`config.mk`:
```
export PLATFORM = sky130hd
export DESIGN_NAME = api_frame_receiver
export DESIGN_NICKNAME = d
export VERILOG_FILES = /design/src/rtl/afr_pkg.sv /design/src/rtl/afr_ram.sv /design/src/rtl/afr_parser.sv /design/src/rtl/api_frame_receiver.sv
export SDC_FILE = /design/constraint.sdc
export NUM_CORES = 1
export LEC_CHECK = 0
export BUFFER_PORTS_ARGS = -buffer_cell sky130_fd_sc_hd__buf_2
export CORE_UTILIZATION = 29
export DETAILED_ROUTE_END_ITERATION = 12
export RECOVER_POWER = 50
export SYNTH_ARGS = -nofsm -noshare
export SYNTH_HDL_FRONTEND = slang
export SYNTH_SLANG_ARGS = --single-unit
export TNS_END_PERCENT = 1
```
`constraint.sdc`:
```
create_clock -name i_clk -period 6.63 [get_ports i_clk]
set_clock_uncertainty 0.1 [all_clocks]
set_input_delay 0.663 -clock i_clk [delete_from_list [all_inputs] [get_ports i_clk]]
set_output_delay 0.663 -clock i_clk [all_outputs]
set_load 0.01 [all_outputs]
```
`src/rtl/afr_pkg.sv`:
```
// Package for the API frame receiver: store sizes, host op codes, event codes,
// parser phase codes, frame bytes and the structs passed from parser to top level.
// No dependencies; the parser, top level and checker refer to it by scoped names.
package afr_pkg;

    // Store sizes and the widths that follow from them.
    localparam int FRAME_DEPTH    = 128;
    localparam int RESPONSE_DEPTH = 16;
    localparam int FRAME_AW       = $clog2(FRAME_DEPTH);
    localparam int RESP_AW        = $clog2(RESPONSE_DEPTH);
    localparam int FILL_W         = $clog2(FRAME_DEPTH + 1);
    localparam int RFILL_W        = $clog2(RESPONSE_DEPTH + 1);

    // Host operations carried by each request.
    localparam logic [1:0] OP_BYTE     = 2'd0;
    localparam logic [1:0] OP_RD_FRAME = 2'd1;
    localparam logic [1:0] OP_RD_RESP  = 2'd2;
    localparam logic [1:0] OP_RELEASE  = 2'd3;

    // Event codes reported with each result.
    localparam logic [2:0] EV_NONE   = 3'd0;
    localparam logic [2:0] EV_READY  = 3'd1;
    localparam logic [2:0] EV_BADSUM = 3'd2;
    localparam logic [2:0] EV_RESP   = 3'd3;
    localparam logic [2:0] EV_BUSY   = 3'd4;
    localparam logic [2:0] EV_LONG   = 3'd5;

    // Parser phases.
    localparam logic [2:0] PH_IDLE   = 3'd0;
    localparam logic [2:0] PH_LEN_HI = 3'd1;
    localparam logic [2:0] PH_LEN_LO = 3'd2;
    localparam logic [2:0] PH_TYPE   = 3'd3;
    localparam logic [2:0] PH_RESP   = 3'd4;
    localparam logic [2:0] PH_DATA   = 3'd5;

    // Frame bytes.
    localparam logic [7:0] START_BYTE = 8'h7E;
    localparam logic [7:0] TYPE_RX64  = 8'h80;
    localparam logic [7:0] TYPE_RX16  = 8'h81;
    localparam logic [7:0] TYPE_RESP  = 8'h88;
    localparam logic [7:0] SUM_GOOD   = 8'hFF;

    // Store write commands from the parser.
    typedef struct packed {
        logic                frame_we;
        logic [FRAME_AW-1:0] frame_addr;
        logic                resp_we;
        logic [RESP_AW-1:0]  resp_addr;
        logic [7:0]          data;
    } t_wr;

    // Status after the current request, ready for the output register.
    typedef struct packed {
        logic [2:0] event_res;
        logic [7:0] frame_bytes;
        logic [4:0] response_bytes;
        logic       frame_held;
    } t_status;

endpackage

```
`src/rtl/afr_ram.sv`:
```
// Generic single-write, single-read synchronous RAM with a registered read port.
// Used for the frame store and the response store; no package dependency.
module afr_ram #(
    parameter int DEPTH = 16,
    parameter int WIDTH = 8
) (
    input  logic                     i_clk,
    input  logic                     i_we,
    input  logic [$clog2(DEPTH)-1:0] i_waddr,
    input  logic [WIDTH-1:0]         i_wdata,
    input  logic                     i_re,
    input  logic [$clog2(DEPTH)-1:0] i_raddr,
    output logic [WIDTH-1:0]         o_rdata
);

    logic [WIDTH-1:0] mem [DEPTH];
    logic [WIDTH-1:0] r_rdata;

    // Write port.
    always_ff @(posedge i_clk) begin
        if (i_we) begin
            mem[i_waddr] <= i_wdata;
        end
    end

    // Read port; the data holds until the next enabled read.
    always_ff @(posedge i_clk) begin
        if (i_re) begin
            r_rdata <= mem[i_raddr];
        end
    end

    assign o_rdata = r_rdata;

endmodule

```
`src/rtl/afr_parser.sv`:
```
// Frame parser: phase, length, fill counts and checksum for both stores.
// Issues store writes and the status after each request. Uses afr_pkg.
module afr_parser (
    input  logic             i_clk,
    input  logic             i_rst_n,
    input  logic             i_accept,
    input  logic [1:0]       i_op,
    input  logic [7:0]       i_rx_byte,
    output afr_pkg::t_wr     o_wr,
    output afr_pkg::t_status o_status
);

    logic [2:0]                  r_phase,   n_phase;
    logic [15:0]                 r_len,     n_len;
    logic [afr_pkg::FILL_W-1:0]  r_fill,    n_fill;
    logic [afr_pkg::FILL_W-1:0]  r_target,  n_target;
    logic [7:0]                  r_sum,     n_sum;
    logic [afr_pkg::RFILL_W-1:0] r_rfill,   n_rfill;
    logic [afr_pkg::RFILL_W-1:0] r_rtarget, n_rtarget;
    logic [2:0]                  s_event;
    logic                        s_held_cur;
    logic                        s_held_next;
    logic                        s_is_data_type;

    // A checked frame is held when it is complete and no data frame is in progress.
    assign s_held_cur = (r_phase != afr_pkg::PH_DATA) && (r_fill != '0)
                        && (r_fill == r_target);
    assign s_is_data_type = (i_rx_byte == afr_pkg::TYPE_RX64)
                            || (i_rx_byte == afr_pkg::TYPE_RX16);

    // Next-state logic for one request.
    always_comb begin
        n_phase   = r_phase;
        n_len     = r_len;
        n_fill    = r_fill;
        n_target  = r_target;
        n_sum     = r_sum;
        n_rfill   = r_rfill;
        n_rtarget = r_rtarget;
        s_event   = afr_pkg::EV_NONE;
        o_wr      = '0;
        o_wr.data = i_rx_byte;
        if (i_accept && (i_op == afr_pkg::OP_BYTE)) begin
            unique case (r_phase)
                afr_pkg::PH_IDLE: begin
                    if (i_rx_byte == afr_pkg::START_BYTE) begin
                        n_phase = afr_pkg::PH_LEN_HI;
                    end
                end
                afr_pkg::PH_LEN_HI: begin
                    n_len   = {i_rx_byte, 8'h00};
                    n_phase = afr_pkg::PH_LEN_LO;
                end
                afr_pkg::PH_LEN_LO: begin
                    n_len   = {r_len[15:8], i_rx_byte};
                    n_phase = afr_pkg::PH_TYPE;
                end
                afr_pkg::PH_TYPE: begin
                    if (s_is_data_type) begin
                        if (s_held_cur) begin
                            n_phase = afr_pkg::PH_IDLE;
                            s_event = afr_pkg::EV_BUSY;
                        end else if ({1'b0, r_len} >= 17'(afr_pkg::FRAME_DEPTH)) begin
                            n_phase = afr_pkg::PH_IDLE;
                            s_event = afr_pkg::EV_LONG;
                        end else begin
                            // The type byte is the first stored byte and starts the sum.
                            n_target        = afr_pkg::FILL_W'(r_len + 16'd1);
                            n_fill          = afr_pkg::FILL_W'(1);
                            n_sum           = i_rx_byte;
                            n_phase         = afr_pkg::PH_DATA;
                            o_wr.frame_we   = 1'b1;
                            o_wr.frame_addr = '0;
                            if (r_len == 16'd0) begin
                                // An empty frame completes at once and never sums to 0xFF.
                                n_phase = afr_pkg::PH_IDLE;
                                n_fill  = '0;
                                s_event = afr_pkg::EV_BADSUM;
                            end
                        end
                    end else if (i_rx_byte == afr_pkg::TYPE_RESP) begin
                        if ((r_len == 16'd0)
                            || (r_len > 16'(afr_pkg::RESPONSE_DEPTH))) begin
                            n_phase = afr_pkg::PH_IDLE;
                            s_event = afr_pkg::EV_LONG;
                        end else begin
                            n_rtarget = r_len[afr_pkg::RFILL_W-1:0];
                            n_rfill   = '0;
                            n_phase   = afr_pkg::PH_RESP;
                        end
                    end else begin
                        n_phase = afr_pkg::PH_IDLE;
                    end
                end
                afr_pkg::PH_RESP: begin
                    o_wr.resp_we   = 1'b1;
                    o_wr.resp_addr = r_rfill[afr_pkg::RESP_AW-1:0];
                    n_rfill        = r_rfill + 1'b1;
                    if (n_rfill >= r_rtarget) begin
                        n_phase = afr_pkg::PH_IDLE;
                        s_event = afr_pkg::EV_RESP;
                    end
                end
                afr_pkg::PH_DATA: begin
                    o_wr.frame_we   = 1'b1;
                    o_wr.frame_addr = r_fill[afr_pkg::FRAME_AW-1:0];
                    n_fill          = r_fill + 1'b1;
                    n_sum           = r_sum + i_rx_byte;
                    if (n_fill >= r_target) begin
                        n_phase = afr_pkg::PH_IDLE;
                        if (n_sum == afr_pkg::SUM_GOOD) begin
                            s_event = afr_pkg::EV_READY;
                        end else begin
                            n_fill  = '0;
                            s_event = afr_pkg::EV_BADSUM;
                        end
                    end
                end
                default: begin
                    n_phase = afr_pkg::PH_IDLE;
                end
            endcase
        end else if (i_accept && (i_op == afr_pkg::OP_RELEASE)) begin
            if (s_held_cur) begin
                n_fill = '0;
            end
        end
    end

    // Status as seen after this request.
    assign s_held_next = (n_phase != afr_pkg::PH_DATA) && (n_fill != '0)
                         && (n_fill == n_target);

    always_comb begin
        o_status.event_res      = s_event;
        o_status.frame_held     = s_held_next;
        o_status.frame_bytes    = s_held_next ? 8'(n_fill) : 8'd0;
        o_status.response_bytes = 5'd0;
        if ((n_phase != afr_pkg::PH_RESP) && (n_rfill != '0) && (n_rfill == n_rtarget)) begin
            o_status.response_bytes = 5'(n_rfill);
        end
    end

    // Parser registers.
    always_ff @(posedge i_clk) begin
        if (!i_rst_n) begin
            r_phase   <= afr_pkg::PH_IDLE;
            r_len     <= '0;
            r_fill    <= '0;
            r_target  <= '0;
            r_sum     <= '0;
            r_rfill   <= '0;
            r_rtarget <= afr_pkg::RFILL_W'(1);
        end else begin
            r_phase   <= n_phase;
            r_len     <= n_len;
            r_fill    <= n_fill;
            r_target  <= n_target;
            r_sum     <= n_sum;
            r_rfill   <= n_rfill;
            r_rtarget <= n_rtarget;
        end
    end

endmodule

```
`src/rtl/api_frame_receiver.sv`:
```
// Top level of the API frame receiver: parser, frame store, response store
// and the output register. Uses afr_pkg, afr_parser and afr_ram.
//
// Usage: each input request carries an op. Op 0 feeds one received serial
// byte to the parser, op 1 reads the frame store at i_index, op 2 reads the
// response store at i_index, op 3 releases the held data frame. Every request
// gives exactly one result: an event code, the byte read (zero for ops 0 and
// 3 or an index past the store), the held frame size, the size of the last
// complete response and the held flag, all as they stand after the request.
// Results are registered: a request accepted in one cycle shows its result in
// the next one. Throughput is one request per cycle while results drain; the
// parser updates its state each cycle and both stores read and write in the
// same cycle through one write port and one registered read port each.
// The output register takes a new result whenever it is empty or being
// drained, so o_ready drops only while a result waits on a stalled receiver.
// Reset clears the parser to hunt for a start byte with no frame held and no
// response complete; store contents are undefined until written.
module api_frame_receiver (
    input  logic       i_clk,
    input  logic       i_rst_n,
    input  logic       i_valid,
    output logic       o_ready,
    input  logic [1:0] i_op,
    input  logic [7:0] i_rx_byte,
    input  logic [6:0] i_index,
    output logic       o_valid,
    input  logic       i_ready,
    output logic [2:0] o_event_res,
    output logic [7:0] o_read_data,
    output logic [7:0] o_frame_bytes,
    output logic [4:0] o_response_bytes,
    output logic       o_frame_held
);

    localparam logic [1:0] RD_NONE  = 2'd0;
    localparam logic [1:0] RD_FRAME = 2'd1;
    localparam logic [1:0] RD_RESP  = 2'd2;

    logic                           s_accept;
    afr_pkg::t_wr                   s_wr;
    afr_pkg::t_status               s_status;
    logic [7:0]                     s_frame_rdata;
    logic [7:0]                     s_resp_rdata;
    logic [1:0]                     s_rd_sel;
    logic                           r_valid;
    afr_pkg::t_status               r_status;
    logic [1:0]                     r_rd_sel;

    // A request is taken whenever the output register is free or draining.
    assign o_ready  = !r_valid || i_ready;
    assign s_accept = i_valid && o_ready;

    afr_parser u_parser (
        .i_clk     (i_clk),
        .i_rst_n   (i_rst_n),
        .i_accept  (s_accept),
        .i_op      (i_op),
        .i_rx_byte (i_rx_byte),
        .o_wr      (s_wr),
        .o_status  (s_status)
    );

    afr_ram #(
        .DEPTH (afr_pkg::FRAME_DEPTH),
        .WIDTH (8)
    ) u_frame_ram (
        .i_clk   (i_clk),
        .i_we    (s_wr.frame_we),
        .i_waddr (s_wr.frame_addr),
        .i_wdata (s_wr.data),
        .i_re    (s_accept),
        .i_raddr (afr_pkg::FRAME_AW'(i_index)),
        .o_rdata (s_frame_rdata)
    );

    afr_ram #(
        .DEPTH (afr_pkg::RESPONSE_DEPTH),
        .WIDTH (8)
    ) u_resp_ram (
        .i_clk   (i_clk),
        .i_we    (s_wr.resp_we),
        .i_waddr (s_wr.resp_addr),
        .i_wdata (s_wr.data),
        .i_re    (s_accept),
        .i_raddr (afr_pkg::RESP_AW'(i_index)),
        .o_rdata (s_resp_rdata)
    );

    // Choose which store answers, with out-of-range indexes reading zero.
    always_comb begin
        s_rd_sel = RD_NONE;
        if ((i_op == afr_pkg::OP_RD_FRAME)
            && (32'(i_index) < 32'(afr_pkg::FRAME_DEPTH))) begin
            s_rd_sel = RD_FRAME;
        end else if ((i_op == afr_pkg::OP_RD_RESP)
                     && (32'(i_index) < 32'(afr_pkg::RESPONSE_DEPTH))) begin
            s_rd_sel = RD_RESP;
        end
    end

    // Output register valid flag.
    always_ff @(posedge i_clk) begin
        if (!i_rst_n) begin
            r_valid <= 1'b0;
        end else if (o_ready) begin
            r_valid <= i_valid;
        end
    end

    // Output register payload.
    always_ff @(posedge i_clk) begin
        if (s_accept) begin
            r_status <= s_status;
            r_rd_sel <= s_rd_sel;
        end
    end

    // The store read data is held by the RAMs in step with the output register.
    always_comb begin
        unique case (r_rd_sel)
            RD_FRAME: o_read_data = s_frame_rdata;
            RD_RESP:  o_read_data = s_resp_rdata;
            default:  o_read_data = 8'd0;
        endcase
    end

    assign o_valid          = r_valid;
    assign o_event_res      = r_status.event_res;
    assign o_frame_bytes    = r_status.frame_bytes;
    assign o_response_bytes = r_status.response_bytes;
    assign o_frame_held     = r_status.frame_held;

endmodule

```
==> flow_summary.ini, run 1 <==
[place]
portBuffers = 47
dp_hpwl_um = 71700
gp_congestion = 0.832
place_area_um2 = 52600

[timing]
worstMarginPinSlew_ns = 4.30
final-hold-violation-count = 0
relSlewSlack = -1.86
finalSetupViolCount = 0
fin_crit_ns = 5.46
tns_ns = 0
fmax_ghz = 0.183
drv_slew = 595
rsz0062_at_grt = no
min_period_over_period = 0.823

[clocking]
cts-buffers-inserted = 118
post_cts_buffers = 0
cts_tree = yes
cts-resized-gates = 0
cts_max_path_buffers = 3
cts_hold_buf = 0
clk_pin_slew_worst_paths_ns = 0.06
cts_sinks = 1241
insertion_delay_ns = 0.74
cts_root_buf = clkbuf_16
htreeDepth = 3

[logic_synthesis]
yosys_most_used_dff = edfxtp_1
yosysWarnings = 0
synth_top_cell_area_share = 0.718
ys_top_cells_by_area = edfxtp_1 72%, mux4_2 17%, dfxtp_1 2.2%
synth_area_leader_cell = edfxtp_1
synth_cells = 2429
synth_fp_nets = 2478
yosysMostFrequentCell = edfxtp_1
async_flop_share = 0
synth_commonest_cells = 1187 x edfxtp_1, 376 x mux4_2, 219 x nor2_1, 80 x clkbuf_1, 62 x nand2_1
synth.distinct_cells = 75
ys_ff_latch = 1241
synthesis.area_per_instance_um2 = 20.4
synth_edf_count = 1187
syn_area_um2 = 49700
synth_seq_area_share = 0.740

[power_and_ir_drop]
power.density_nw_per_um2 = 285
clkPwrFrac = 0.418
power_leakage_uw = 0.0170
ir_drop_v = 0.000190
p_sw_uw = 3320
report.power.total_uw = 16100
internal_power_uw = 12700
p_seq_frac = 0.537
switching_share = 0.207
combPwrFrac = 0.045

[critical_path]
worst-setup-path-type = in -> reg
worst_ep_arrival_time_ns = 5.89
cp-end-kind = flop
cp_max_fo = 48
cp-start-kind = input pin
worst_ep_required_time_ns = 7.06

[run_status]
status = finished, violations left
violations = capacitance limit, slew limit

[cells_and_area]
final_core_util = 0.332
nFillCells = 15900
drive_gt1_frac = 0.241
finalNetCount = 2546
area_growth_syn_to_layout_pct = 13.5
final_area_um2 = 56400

[global_route]
grt_pass1_vias = 24000
grt_overflow = 0
grt_usage = 0.134
grt_pass1_wl_um = 171000
antenna_found_initial = 8
grt_max_degree = 106

[floorplanning]
die_area_um2 = 173000
rows = 151
die_width_um = 416
fp.dieH_um = 416
initial_core_util = 0.293
core-area_um2 = 170000
io_pins = 48

[drt]
postRouteWirelength_um = 116000
drcViolationCount = 0
wl_per_cell_um = 24.1
vias_per_cell = 4.96
drt_iter0_drc = 2445
firstDrtPassIters = 5
antenna_left = 0
vias = 23900

[min_path]
hold_class = in -> reg

[flow_run]
cap_viol_max_count = 10
==> power groups by stage <==
stage          Combinational (uW)  Sequential [uW]  Clock (uW)
2_1_floorplan                 399             8770           0
3_3_place_gp                  738             8780           0
3_5_place_dp                  745             8780           0
4_1_cts                       746             8610        6840
5_1_grt                       766             8620        7130
6_report                      723             8620        6720
==> area by class of cell <==
class	instances	area [um^2]	share of cell area
sequential	1241	36700	0.652
inverter	26	97.6	0.00173
clock buffer	164	3290	0.0584
clock inverter	61	569	0.0101
antenna	1	2.50	0.0000444
tap	2218	2780	0.0492
multi-input combinational	1029	12300	0.219
timing repair buffer	81	577	0.0102
==> sequential cells by signal, indices dropped and copies added, names as in the netlist, 8 cells and up <==
| name | flops |
|---|---|
| u_parser.r_fill | 8 |
| u_frame_ram.o_rdata | 8 |
| u_resp_ram.mem | 128 |
| u_parser.r_target | 8 |
| u_resp_ram.o_rdata | 8 |
| u_parser.r_len | 16 |
| u_frame_ram.mem | 1024 |
| o_frame_bytes | 8 |
| u_parser.r_sum | 8 |
==> cells by family after synthesis <==
family / after synthesis / share of synthesized area
compound gates: 144 / 0.0206
flops: 1241 / 0.740
fa+ha+maj: 28 / 0.00721
xor+xnor: 33 / 0.00582
buf+inv: 159 / 0.0126
simple gates: 434 / 0.0405
mux: 390 / 0.174
==> routing by layer <==
metal / global-route usage / routed length, um / vias to the layer above
met5: 0 / 9 / -
met4: 0.0374 / 2500 / 2
met3: 0.0231 / 6910 / 132
met2: 0.217 / 56800 / 795
met1: 0.183 / 50200 / 12800
li1: - / - / 10200
==> worst max-delay path, cell delays in order <==
cell	delay [ns]
clkbuf_1	1.53
ha_1	0.47
fa_1	0.26
xor2_1	0.22
o2111ai_1	0.14
nor4_1	0.38
o2111ai_2	0.50
and2_1	0.41
o32a_1	0.31
a32oi_1	0.26
o2111ai_2	0.32
nor4_1	0.41
==> final timing paths <==
kind	cells after the start	from	slack, ns	to
min	3	i_valid	0.11	o_valid
max	12	i_rx_byte[0]	1.17	o_frame_bytes[2]
min reg2reg	2	u_parser.r_len[11]	0.36	u_parser.r_len[11]
max reg2reg	13	u_parser.r_fill[1]	1.61	o_frame_bytes[2]
==> per-stage QoR <==
stage / hold slack [ns] / setup slack [ns] / std cells
after floorplan: 0.332 / 2.60 / 2429
after global placement: 0.337 / 1.70 / 4595
after detailed placement: 0.346 / 1.60 / 4595
after CTS: 0.0626 / 1.65 / 4820
after global routing: 0.118 / 0.668 / 4820
final: 0.114 / 1.17 / 4821
==> cells in the final DEF, fill, tap and decap left out, drive strengths merged, types with 6 or more instances in the layout <==
cell	netlist	routed
buf	53	46
clkbuf	80	199
bufinv	0	10
dfxtp	54	54
xnor2	11	11
o21ai	15	15
o21a	7	7
mux4	376	376
a21oi	49	49
nand4	6	6
inv	26	28
nor4	14	14
nor3	24	24
mux2i	6	6
a22oi	13	13
nor2	220	220
a311oi	7	7
xor2	22	22
nand2	62	62
and3	6	6
nor2b	7	7
or3	9	9
mux2	8	8
nand2b	7	7
edfxtp	1187	1187
ha	27	27
and2	10	10
clkinv	0	44
nand3	45	45
a211oi	10	10
No activity file was read; power rests on OpenSTA's default activity.
==> inputs of run 2 (changes only) <==
ABC_AREA = 1   (was unset)
clock period = 5.3 ns   (was 6.63 ns; I/O delays follow)
==> run 2 against run 1 <==
Effect of this change: the run still ends with capacitance limit, slew limit left; total power increased by 29%; final area increased by 2.4%; non-clock buffer count increased by 38; die area increased by 2.7%; worst setup slack got worse by 0.32 ns; sequential cell count unchanged; wire length increased by 23%; critical path type unchanged; critical endpoint is now u_frame_ram.mem[0][5]; largest cell class unchanged.
==> flow_summary.ini, run 2 <==
[critical_path]
r2r_start = u_parser.r_fill[0]
cp-start-kind = input pin
cp_max_fo = 92
critPathMaxStageDelay_ns = 3.11
worst-setup-path-type = in -> reg
path_delay_family = buffers and inverters
worstRegToRegCells = 22
cp-end-kind = flop
critical_path.slowest_cell = clkbuf_1
worst_ep_arrival_time_ns = 4.24
timing.rr.end = o_frame_bytes[7]
crit_chain = buf_6 -> clkbuf_1
worst_ep_required_time_ns = 5.10
path_buf_inv = 2
rrSetupSlack_ns = 1.40

[clocking]
clk_pin_slew_worst_paths_ns = 0.06
cts_max_path_buffers = 3
insertion_delay_ns = 0.75
cts_root_buf = clkbuf_16
cts_tree = yes
cts-buffers-inserted = 120
htreeDepth = 3
cts-resized-gates = 0
cts_sinks = 1241

[logic_synthesis]
synth_fp_nets = 4178
synth_top_family_by_area = compound AO/OA/AOI/OAI gates
async_flop_share = 0
synth_mux_area_frac = 0
synth_seq_area_share = 0.720
yosysWarnings = 0
syn_area_um2 = 51000
synth_area_leader_cell = edfxtp_1
synth_top_cell_area_share = 0.699
synth.distinct_cells = 49
yosys_most_used_dff = edfxtp_1
yosys.area_share.simple = 0.113
ys_top_cells_by_area = edfxtp_1 70%, nor2_1 6.2%, o21ai_0 6.1%
synth_commonest_cells = 1187 x edfxtp_1, 841 x nor2_1, 618 x o21ai_0, 293 x nand2_1, 244 x clkbuf_1
synthesis.area_per_instance_um2 = 12.4
synthXorXnorAreaFrac = 0.00292
synth_fa_ha_area_frac = 0.00701
synth_edf_count = 1187
synth_cells = 4129
yosysMostFrequentCell = edfxtp_1
ys_ff_latch = 1241
synth-compound-area-share = 0.127

[min_path]
hold_class = in -> reg
whs_endpoint = r_rd_sel[0]
min_from = i_op[1]
whs_path_depth = 2

[timing]
relSlewSlack = -1.93
fmax_ghz = 0.225
drv_slew = 889
fin_crit_ns = 4.45
holdWs_ns = 0.0481
worstMarginPinSlew_ns = 4.40
finalSetupViolCount = 0
min_period_over_period = 0.839
rsz0062_at_grt = no
final-hold-violation-count = 0
tns_ns = 0

[power_and_ir_drop]
power_leakage_uw = 0.0182
power.density_nw_per_um2 = 359
report.power.total_uw = 20700
ir_drop_v = 0.000302

[cells_and_area]
drive_gt1_frac = 0.0813
top_regs = u_frame_ram.mem (1024), u_resp_ram.mem (128), u_parser.r_len (16)
nFillCells = 17200
regMostFlops = u_frame_ram.mem
regArea_um2 = 36700
multiInputGateArea_um2 = 12700
area_growth_syn_to_layout_pct = 13.1
instances_no_fill = 6519
final_common_cell = edfxtp_1
final_cell_mix = 1187 x edfxtp_1, 841 x nor2_1, 620 x o21ai_0, 295 x nand2_1, 216 x o221ai_1
finalNetCount = 4140
largest_reg_flops = 1024
final_core_util = 0.331

[floorplanning]
rows = 153
fp.dieH_um = 421
initial_core_util = 0.293
die_area_um2 = 178000
io_pins = 48
die_width_um = 421
core-area_um2 = 174000

[global_route]
antenna_found_initial = 4
grt_usage = 0.156
grt_pass1_wl_um = 212000
grt_max_degree = 217
grt_overflow = 0
grt_pass1_vias = 32600

[drt]
drcViolationCount = 0
antenna_left = 0
vias_per_cell = 5.18
vias = 33800
postRouteWirelength_um = 143000
firstDrtPassIters = 6
wl_per_cell_um = 21.9
drt_iter0_drc = 4123

[place]
dp_hpwl_um = 82400
placed_cells = 6292
gp_congestion = 0.874
portBuffers = 47

[flow_run]
cap_viol_max_count = 12

[run_status]
status = finished, violations left
violations = capacitance limit, slew limit
[run 2: cell types whose count changed in the layout (fill, tap and decap cells not counted), moves of 69 or more]
cell / delta
mux4_2: -376
nand2_1: +234
nand3_1: +108
nor2_1: +622
o21ai_0: +605
o221ai_1: +216
o22ai_1: +69
[run 2: final cells by class]
class	instances	area share
Inverter	118	0.00809
Sequential cell	1241	0.637
Antenna cell	2	0.0000868
Timing Repair Buffer	119	0.0146
Multi-Input combinational cell	2491	0.220
Clock inverter	82	0.0159
Clock buffer	141	0.0538
Tap cell	2325	0.0504
[run 2: worst max path at each step]
stage	start	end	slack (ns)	cells after the start
floorplan	i_ready	u_frame_ram.mem[15][0]	2.20	10
global placement	i_index[0]	u_frame_ram.o_rdata[2]	1.23	9
detailed placement	i_ready	u_frame_ram.mem[119][7]	1.29	12
CTS	u_parser.r_fill[2]	o_frame_bytes[7]	1.49	22
global route	i_rx_byte[6]	o_frame_bytes[6]	0.56	12
finish	i_rx_byte[5]	u_frame_ram.mem[0][5]	0.85	2
[run 2: cells by family (layout without fill, tap and decap cells)]
kind of cell | count (synthesis) | in the layout
adder cells (fa/ha/maj) | 28 | 28
flip-flops | 1241 | 1241
other | 0 | 2
AND/OR/NAND/NOR | 1376 | 1376
AO/OA/AOI/OAI | 1070 | 1070
XOR/XNOR | 17 | 17
buffers and inverters | 397 | 460
[run 2: where the power goes]
| group | internal, uW | leakage, uW | switching [uW] | total (uW) |
|---|---|---|---|---|
| combinational | 264 | 0.00513 | 880 | 1140 |
| sequential | 10800 | 0.0111 | 22.6 | 10800 |
| clock | 5020 | 0.00195 | 3770 | 8790 |
| total | 16100 | 0.0182 | 4670 | 20700 |
[run 2: timing repair]
item / in CTS / in global routing
setup buffers: 0 / 0
hold buffers: 2 / 0
hold endpoints to repair: 2 / 0
setup endpoints to repair: 0 / 0
[run 2: per-layer routing]
metal	wire length (um)	GRT usage
met1	61500	0.220
met2	66100	0.246
met3	11600	0.0268
met4	3580	0.0415
met5	0	0
[run 2: metrics by stage]
| stage | area, um^2 | setup slack, ns |
|---|---|---|
| finish | 57700 | 0.853 |
| global route | 57700 | 0.560 |
| CTS | 57800 | 1.49 |
| detailed placement | 53800 | 1.29 |
| global placement | 53800 | 1.23 |
| floorplan | 51000 | 2.20 |
==> inputs of run 3 (changes only) <==
clock period = 3.9 ns   (was 5.3 ns; I/O delays follow)
==> run 3 against run 2 <==
Effect of this change: global-route usage is 0.42 points higher; worst hold slack better by 0.085 ns; sequential power is 36% higher; largest cell class unchanged; count of clock-buffer cells in the layout is 28 higher; total power is 37% higher; sequential cell count stayed put; sequential share of layout area is 1.9 points lower; final cell count is 3.2% higher; the flow still finishes with violations (capacitance limit, slew limit); non-clock buffer count is 195 higher; clock power is 38% higher; largest power group unchanged; combinational power is 44% higher; die area stayed put.
==> flow_summary.ini, run 3 (same netlist as run 2, synthesis figures left out) <==
[run_status]
status = finished, violations left
violations = capacitance limit, slew limit

[cells_and_area]
largest_reg_flops = 1024
final_common_cell = edfxtp_1
regMostFlops = u_frame_ram.mem
finalNetCount = 4348
instances_no_fill = 6727
drive_gt1_frac = 0.120
area_growth_syn_to_layout_pct = 16.6
top_regs = u_frame_ram.mem (1024), u_resp_ram.mem (128), u_parser.r_len (16)
final_cell_mix = 1187 x edfxtp_1, 841 x nor2_1, 623 x o21ai_0, 293 x nand2_1, 216 x o221ai_1
final_core_util = 0.341

[timing]
min_period_over_period = 0.957
drv_slew = 354
finalSetupViolCount = 0
tns_ns = 0
fmax_ghz = 0.268
final-hold-violation-count = 0
relSlewSlack = -0.409
worstMarginPinSlew_ns = 2.11
fin_crit_ns = 3.73
rsz0062_at_grt = no

[global_route]
grt_pass1_wl_um = 216000
grt_pass1_vias = 33000
grt_max_degree = 150
grt_usage = 0.160
grt_overflow = 0
antenna_found_initial = 3

[clocking]
clk_pin_slew_worst_paths_ns = 0.06
cts_sinks = 1241
cts_max_path_buffers = 3
htreeDepth = 4
cts_root_buf = clkbuf_16
insertion_delay_ns = 0.77
cts-buffers-inserted = 133
post_cts_buffers = 0
cts_tree = yes

[critical_path]
cp_common_cell = buf_4
crit_chain = buf_8 -> inv_8 -> clkbuf_1 -> buf_4 -> o21ai_0 -> o221ai_1 -> nand3_1 -> a211oi_1 -> buf_4 -> nor2_1 -> a31oi_1
worstRegToRegCells = 9
cp_max_fo = 42
cp-start-kind = input pin
rrSetupSlack_ns = 0.32
path_buf_inv = 5
critPathMaxStageDelay_ns = 1.26
timing.rr.end = u_frame_ram.mem[96][4]
worst-setup-path-type = in -> reg
cp-startpoint = i_index[0]
worst_ep_required_time_ns = 4.30
r2r_start = o_valid
worst_ep_arrival_time_ns = 4.13
cp-end-kind = flop
critical_path.slowest_cell = clkbuf_1
path_delay_family = buffers and inverters

[drt]
drt_iter0_drc = 3776
postRouteWirelength_um = 146000
firstDrtPassIters = 6
drcViolationCount = 0
vias = 34500
wl_per_cell_um = 21.7
antenna_left = 0
vias_per_cell = 5.13

[min_path]
hold_class = in -> reg
min_from = i_rx_byte[0]
whs_endpoint = u_parser.r_sum[0]
whs_path_depth = 4

[floorplanning]
die_width_um = 421
initial_core_util = 0.293
core-area_um2 = 174000
rows = 153
die_area_um2 = 178000
fp.dieH_um = 421
io_pins = 48

[place]
gp_congestion = 0.851
placed_cells = 6479
portBuffers = 47
dp_hpwl_um = 87400

[power_and_ir_drop]
p_seq_frac = 0.516
switching_share = 0.231
p_sw_uw = 6560
ir_drop_v = 0.000350
report.power.total_uw = 28400
internal_power_uw = 21900
power.density_nw_per_um2 = 478
power_leakage_uw = 0.0193
clkPwrFrac = 0.426
combPwrFrac = 0.058

[flow_run]
cap_viol_max_count = 7
run 3: metrics by stage:
stage	area (um^2)	hold WS, ns	setup WS, ns
final	59500	0.133	0.167
after global routing	59500	0.160	0.0516
after CTS	59600	0.0218	0.145
after detailed placement	55400	0.394	0.169
after global placement	55400	0.375	0.238
after floorplan	51000	0.356	0.838
run 3: final cells by class:
| type | count | area (um^2) |
|---|---|---|
| antenna | 1 | 2.50 |
| clock inverter | 68 | 608 |
| multi-input combinational | 2491 | 12700 |
| inverter | 118 | 467 |
| fill | 17100 | 115000 |
| timing repair buffer | 314 | 2510 |
| sequential | 1241 | 36700 |
| tap | 2325 | 2910 |
| clock buffer | 169 | 3530 |
run 3: how the worst max path moves through the flow:
stage                        endpoint  slack [ns]  cells after the start
6_report       u_frame_ram.o_rdata[6]        0.17                     11
5_1_grt        u_frame_ram.o_rdata[6]        0.05                     11
4_1_cts              o_frame_bytes[4]        0.15                     23
3_5_place_dp         o_frame_bytes[2]        0.17                     23
3_3_place_gp         o_frame_bytes[6]        0.24                     23
2_1_floorplan        o_frame_bytes[0]        0.84                     24
run 3: power groups by stage:
stage | clock, uW | combinational [uW] | sequential, uW
3_3_place_gp | 0 | 1620 | 14900
5_1_grt | 12800 | 1770 | 14700
4_1_cts | 12300 | 1650 | 14600
6_report | 12100 | 1640 | 14700
3_5_place_dp | 0 | 1630 | 14900
2_1_floorplan | 0 | 819 | 14900
run 3: timing repair:
action,in CTS,in global routing
endpoints found under the hold margin,23,0
gates resized for setup,0,4
hold buffers,10,0
setup endpoints to repair,0,9
run 3: per-layer routing:
metal / track usage / part of all wire
met1: 0.226 / 0.44
met2: 0.247 / 0.46
met3: 0.0287 / 0.081
met4: 0.0542 / 0.028
met5: 0 / 0
run 3: worst reg2reg max path, stage by stage, from the launching register on:
cell and delay [ns]:
dfxtp_1 0.31, nand2_1 0.11, nand2_2 0.12, nor3_4 0.24
clkbuf_1 0.67, nand2_4 0.19, nor2_8 0.28, nor2_8 0.10
or2_2 0.43, nor2_1 0.65
